File: config.mk
export PLATFORM = sky130hd
export DESIGN_NAME = ascii_to_hid_key_reports_core
export DESIGN_NICKNAME = d
export VERILOG_FILES = /design/src/hw/rtl/ahk_pkg.sv /design/src/hw/rtl/ahk_map.sv /design/src/hw/rtl/ahk_out.sv /design/src/hw/rtl/ascii_to_hid_key_reports_core.sv
export SDC_FILE = /design/constraint.sdc
export NUM_CORES = 1
export LEC_CHECK = 0
export ABC_AREA = 0
export BUFFER_PORTS_ARGS = -buffer_cell sky130_fd_sc_hd__buf_2
export CAP_MARGIN = 15
export CORE_ASPECT_RATIO = 0.9
export CORE_UTILIZATION = 35
export DETAILED_ROUTE_END_ITERATION = 7
export PLACE_DENSITY_LB_ADDON = 0.12
export SYNTH_ARGS = -nofsm -noshare
export SYNTH_HDL_FRONTEND = slang
export SYNTH_SLANG_ARGS = --single-unit
File: constraint.sdc
create_clock -name clk -period 2.2 [get_ports clk]
set_clock_uncertainty 0.2 [all_clocks]
set_input_delay 0.22 -clock clk [delete_from_list [all_inputs] [get_ports clk]]
set_output_delay 0.22 -clock clk [all_outputs]
set_load 0.01 [all_outputs]
File: src/hw/rtl/ahk_pkg.sv
package ahk_pkg;

  localparam int MAX_CHARS_DEF = 14;

  // HID usage codes
  localparam logic [7:0] KEY_ZERO   = 8'd39;
  localparam logic [7:0] KEY_ONE    = 8'd30;
  localparam logic [7:0] KEY_A      = 8'd4;
  localparam logic [7:0] KEY_PERIOD = 8'h37;
  localparam logic [7:0] KEY_MINUS  = 8'h2D;
  localparam logic [7:0] KEY_SPACE  = 8'h2C;
  localparam logic [7:0] KEY_TAB    = 8'h2B;
  localparam logic [7:0] KEY_ENTER  = 8'h28;
  localparam logic [7:0] KEY_NONE   = 8'h00;

  localparam logic [7:0] MOD_LSHIFT = 8'h02;
  localparam logic [7:0] MOD_NONE   = 8'h00;

  // ASCII
  localparam logic [7:0] CH_NUL    = 8'h00;
  localparam logic [7:0] CH_TAB    = 8'h09;
  localparam logic [7:0] CH_LF     = 8'h0A;
  localparam logic [7:0] CH_SPACE  = 8'h20;
  localparam logic [7:0] CH_MINUS  = 8'h2D;
  localparam logic [7:0] CH_PERIOD = 8'h2E;
  localparam logic [7:0] CH_ZERO   = 8'h30;
  localparam logic [7:0] CH_ONE    = 8'h31;
  localparam logic [7:0] CH_NINE   = 8'h39;
  localparam logic [7:0] CH_UP_A   = 8'h41;
  localparam logic [7:0] CH_UP_Z   = 8'h5A;
  localparam logic [7:0] CH_UNDER  = 8'h5F;
  localparam logic [7:0] CH_LO_A   = 8'h61;
  localparam logic [7:0] CH_LO_Z   = 8'h7A;

  typedef struct packed {
    logic       start_message;
    logic [7:0] character;
    logic       caps_on;
  } char_t;

  typedef struct packed {
    logic [7:0] modifier;
    logic [7:0] keycode;
    logic       sending;
    logic       last;
  } report_t;

  // One decoded character on its way to the output stage
  typedef struct packed {
    logic [7:0] modifier;
    logic [7:0] keycode;
    logic       sending;
    logic       pair;     // press followed by release
  } entry_t;

endpackage

File: src/hw/rtl/ahk_map.sv
module ahk_map (
  input  logic [7:0] character,
  input  logic       caps_on,
  output logic [7:0] modifier,
  output logic [7:0] keycode
);
  import ahk_pkg::*;

  always_comb begin
    modifier = MOD_NONE;
    keycode  = KEY_NONE;
    if (character == CH_ZERO) begin
      keycode = KEY_ZERO;
    end else if (character inside {[CH_ONE:CH_NINE]}) begin
      keycode = KEY_ONE + (character - CH_ONE);
    end else if (character inside {[CH_LO_A:CH_LO_Z]}) begin
      modifier = caps_on ? MOD_LSHIFT : MOD_NONE;
      keycode  = KEY_A + (character - CH_LO_A);
    end else if (character inside {[CH_UP_A:CH_UP_Z]}) begin
      modifier = caps_on ? MOD_NONE : MOD_LSHIFT;
      keycode  = KEY_A + (character - CH_UP_A);
    end else begin
      case (character)
        CH_PERIOD: keycode = KEY_PERIOD;
        CH_UNDER: begin
          modifier = MOD_LSHIFT;
          keycode  = KEY_MINUS;
        end
        CH_MINUS: keycode = KEY_MINUS;
        CH_SPACE: keycode = KEY_SPACE;
        CH_TAB:   keycode = KEY_TAB;
        CH_LF:    keycode = KEY_ENTER;
        default:  keycode = KEY_NONE;
      endcase
    end
  end

endmodule

File: src/hw/rtl/ahk_out.sv
module ahk_out (
  input  logic              clk,
  input  logic              rst,
  input  logic              load,
  input  ahk_pkg::entry_t   entry,
  output logic              free,
  output logic              report_valid,
  input  logic              report_stall,
  output ahk_pkg::report_t  report_data
);
  import ahk_pkg::*;

  logic   valid;
  logic   release_phase;
  entry_t held;
  logic   final_word;

  assign final_word   = release_phase || !held.pair;
  assign free         = !valid || (!report_stall && final_word);
  assign report_valid = valid;

  always_comb begin
    if (release_phase) begin
      report_data = '{modifier: MOD_NONE, keycode: KEY_NONE, sending: 1'b1, last: 1'b1};
    end else begin
      report_data = '{modifier: held.modifier, keycode: held.keycode,
                      sending: held.sending, last: !held.pair};
    end
  end

  always_ff @(posedge clk) begin
    if (rst) begin
      valid         <= 1'b0;
      release_phase <= 1'b0;
    end else if (free) begin
      valid         <= load;
      release_phase <= 1'b0;
    end else if (!report_stall) begin
      // press taken, release comes next
      release_phase <= 1'b1;
    end
  end

  always_ff @(posedge clk) begin
    if (free && load) begin
      held <= entry;
    end
  end

  a_release_follows: assert property (@(posedge clk) disable iff (rst)
    report_valid && !report_stall && !report_data.last |=>
      report_valid && report_data.last && report_data.sending &&
      report_data.keycode == KEY_NONE)
    else $error("press not followed by release");

  a_done_empty: assert property (@(posedge clk) disable iff (rst)
    report_valid && !report_data.sending |->
      report_data.last && report_data.keycode == KEY_NONE &&
      report_data.modifier == MOD_NONE)
    else $error("not-sending word carries a key");

  a_release_has_word: assert property (@(posedge clk) disable iff (rst)
    release_phase |-> valid && held.pair)
    else $error("release phase without a pending pair");

endmodule

File: src/hw/rtl/ascii_to_hid_key_reports_core.sv
// ASCII to HID keyboard report converter.
//
// Input channel char_valid / char_stall / char_data carries one character word
// with its start-of-message mark and the host caps-lock state. Output channel
// report_valid / report_stall / report_data carries HID report words.
// While a message is active, each character gives two words: the key press
// (modifier and keycode, last = 0) then the release (no key, last = 1).
// A NUL, an idle block, or the word after MAX_CHARS characters ends the
// message; that word and every later one give a single empty word with
// sending = 0 and last = 1, until start_message opens a new message.
//
// Path: a character word is registered in the input register, decoded, and
// loaded into the output register once that register is free; its first
// report is shown from the output register.
// Throughput: the output register emits one report word per cycle unless
// report_stall holds it, and loads the next word as the last one is taken.
// An input register in front takes a word while a report waits to be taken.
// Reset clears the message state and empties both registers. When the
// receiver stalls, the shown word holds and char_stall rises once the input
// register is full.
module ascii_to_hid_key_reports_core #(
  parameter int MAX_CHARS = ahk_pkg::MAX_CHARS_DEF
) (
  input  logic              clk,
  input  logic              rst,
  input  logic              char_valid,
  output logic              char_stall,
  input  ahk_pkg::char_t    char_data,
  output logic              report_valid,
  input  logic              report_stall,
  output ahk_pkg::report_t  report_data
);
  import ahk_pkg::*;

  localparam int CW = $clog2(MAX_CHARS + 1);
  localparam logic [CW-1:0] LIMIT = CW'(MAX_CHARS);

  logic          held_valid;
  char_t         held;
  logic          message_active;
  logic [CW-1:0] char_count;

  logic          free;
  logic          move;
  logic          active_eff;
  logic [CW-1:0] count_eff;
  logic          done;
  logic [7:0]    map_mod;
  logic [7:0]    map_key;
  entry_t        entry;

  assign char_stall = held_valid && !free;
  assign move       = held_valid && free;

  always_ff @(posedge clk) begin
    if (rst) begin
      held_valid <= 1'b0;
    end else if (!char_stall) begin
      held_valid <= char_valid;
    end
  end

  always_ff @(posedge clk) begin
    if (!char_stall && char_valid) begin
      held <= char_data;
    end
  end

  ahk_map u_map (
    .character (held.character),
    .caps_on   (held.caps_on),
    .modifier  (map_mod),
    .keycode   (map_key)
  );

  always_comb begin
    active_eff = held.start_message || message_active;
    count_eff  = held.start_message ? '0 : char_count;
    done       = !active_eff || (count_eff >= LIMIT) || (held.character == CH_NUL);
    entry.modifier = done ? MOD_NONE : map_mod;
    entry.keycode  = done ? KEY_NONE : map_key;
    entry.sending  = !done;
    entry.pair     = !done;
  end

  always_ff @(posedge clk) begin
    if (rst) begin
      message_active <= 1'b0;
      char_count     <= '0;
    end else if (move) begin
      message_active <= !done;
      char_count     <= done ? count_eff : count_eff + 1'b1;
    end
  end

  ahk_out u_out (
    .clk          (clk),
    .rst          (rst),
    .load         (move),
    .entry        (entry),
    .free         (free),
    .report_valid (report_valid),
    .report_stall (report_stall),
    .report_data  (report_data)
  );

  a_count_bound: assert property (@(posedge clk) disable iff (rst)
    char_count <= LIMIT)
    else $error("character count beyond limit");

  a_hold_when_stalled: assert property (@(posedge clk) disable iff (rst)
    held_valid && !free |=> held_valid && $stable(held))
    else $error("input register lost a word");

  a_ended_stays_closed: assert property (@(posedge clk) disable iff (rst)
    move && done |=> !message_active)
    else $error("message still open after it ended");

endmodule
==> impl_metrics.json <==
{
  "status": "complete, no violations",
  "post-place-ws_ns": 0.0669,
  "clockRootBuffer": "clkbuf_8",
  "die-area_um2": 5100,
  "fin_cells": 283,
  "die_y_um": 67.9,
  "diodes": 0,
  "nets": 241,
  "finalHoldViolCount": 0,
  "timing.fmax_mhz": 468,
  "cp-start-kind": "flip-flop",
  "routedWlPerCell_um": 12.6,
  "clk_latency_ns": 0.28,
  "grt_pass1_wl_mm": 5.71,
  "areaGrowthSynthToFinish_pct": 27.5,
  "synth_area_per_cell_um2": 9.87,
  "via_per_inst": 4.92,
  "fin_setup_tns_ns": 0,
  "post-place-cells": 267,
  "synthTopCellsByArea": "edfxtp_1 (36%), dfxtp_1 (9.5%), nor2b_1 (4.8%), ha_1 (3.7%), buf_4 (3.6%)",
  "seq_area_frac_synth": 0.451,
  "critPathMaxStageDelay_ns": 0.48,
  "start_util": 0.371,
  "cts_buffer_depth": 2,
  "crit_fanout": 6,
  "first_pass_iters": 4,
  "dp.final_hpwl_mm": 2.59,
  "drive_above_1_share": 0.271,
  "grt_pass1_vias": 1279,
  "fin_ws_ns": 0.0627,
  "cts_sinks": 28,
  "rows": 23,
  "io_pins": 34,
  "power_mw": 1.20,
  "hold_ws_ns": 0.0553,
  "path_class": "flip-flop to flip-flop",
  "io_buffer_count": 26,
  "wirelength_mm": 3.57,
  "yosysTopAreaCell": "edfxtp_1",
  "synth_ff_type": "edfxtp_1",
  "synth_common_cells": "edfxtp_1 (20), nand2_1 (14), nor2b_1 (13)",
  "endpoint_kind": "flip-flop",
  "slowest_stage": "or4b_4",
  "drtIter0Drc": 83,
  "die_width_um": 75.2,
  "ys_types": 52,
  "drc": 0,
  "power_density_nw_per_um2": 557,
  "placed_cell_area_um2": 1950,
  "crit_arrival_ns": 1.97,
  "worstPathRequired_ns": 2.03,
  "synth_top_area_frac": 0.356,
  "grt_start_max_net_pins": 17,
  "gp_congestion": 0.830,
  "drv_slew": 0,
  "synthMostInstantiatedCell": "edfxtp_1",
  "yosysWarnings": 0,
  "setup_viol": 0,
  "syn_area_um2": 1690,
  "worstPathCellList": "inv_2 -> ha_4 -> or4b_4 -> and4_4 -> a22oi_2 -> a21boi_1",
  "cts_buffers": 3,
  "post_cts_buffers": 0,
  "synth_seq_cells": 28,
  "ir_drop_mv": 0.271,
  "h-tree-depth": 1,
  "async_reset_ff_frac": 0,
  "post-route-min-period_ns": 2.14,
  "ant_nets": 0,
  "rsz0062_at_grt": "yes",
  "final_util": 0.473,
  "fill_cells": 456,
  "num_vias": 1391,
  "synth_cells": 171,
  "cp_top_family": "simple AND/OR/NAND/NOR gates",
  "p_leak_nw": 0.854,
  "cp_num_buf_inv": 1,
  "hp-class": "primary input to flip-flop",
  "synth_edf_count": 20,
  "antenna_found_initial": 0,
  "track_usage": 0.148,
  "cts_tree": "yes",
  "clk_pin_slew_worst_paths_ns": 0.10,
  "grt.overflow.total": 0,
  "fin_crit_sh": 0.971,
  "coreArea_um2": 4550,
  "cap_violations": 0,
  "final_area_um2": 2150
}
-- timing repair --
| item | in CTS | in global routing |
|---|---|---|
| hold buffers | 12 | 0 |
| endpoints found under the setup margin | 0 | 5 |
| endpoints found under the hold margin | 16 | 0 |
| gates resized for setup | 0 | 3 |
-- cell usage in the layout, fill, tap and decap left out, types with 8 or more instances in the layout --
master	netlist	routed
buf_2	3	26
edfxtp_1	20	20
nand2_1	14	14
nor2b_1	13	13
buf_4	8	13
dlygate4sd3_1	0	12
inv_1	11	9
conb_1	1	9
dfxtp_1	8	8
-- cell type report --
| type | instances | area (um^2) | share of cell area |
|---|---|---|---|
| well taps | 62 | 77.6 | 0.0360 |
| clock buffers | 4 | 66.3 | 0.0308 |
| multi-input cells | 125 | 848 | 0.394 |
| repair buffers | 51 | 348 | 0.162 |
| flip-flops and latches | 28 | 761 | 0.353 |
| inverters | 13 | 51.3 | 0.0238 |
-- tightest hold or removal path: stages --
cell     delay [ns]
buf_2          0.09
nor2b_1        0.13
nor3_1         0.05
-- state kept, by name (all words and copies together) (netlist names) --
signal,flops
message_active,1
u_out.held,10
held,10
held_valid,1
char_count,4
u_out.release_phase,1
u_out.report_valid,1
-- cells by family after synthesis --
logic type,count (synthesis),synth area share
AOI/OAI and AO/OA,43,0.182
xor gates and xnor gates,7,0.0363
adders and majority gates,5,0.0371
buffers and inverters,26,0.0838
DFF,28,0.451
other,1,0.00222
and+or+nand+nor,61,0.208
-- routing by layer --
layer	wire (um)	GRT usage
met3	141	0.0236
met1	1750	0.201
met2	1610	0.232
met4	63	0.0671
met5	0	0
-- report_power, final --
group / leakage, nW / switching, mW / internal, mW
clock network: 0.0339 / 0.168 / 0.198
logic: 0.563 / 0.114 / 0.102
registers: 0.257 / 0.0224 / 0.595
total: 0.854 / 0.304 / 0.896
-- path summary, 6_finish.rpt --
path | start | endpoint | slack [ns] | depth (start not counted)
worst max-delay path | held[1] | u_out.held[5] | 0.06 | 6
worst min-delay path | report_stall | u_out.release_phase | 0.06 | 3
worst max register to register | held[1] | u_out.held[5] | 0.06 | 6
worst min register to register | message_active | message_active | 0.28 | 2
(Power assumes the default switching activity.)
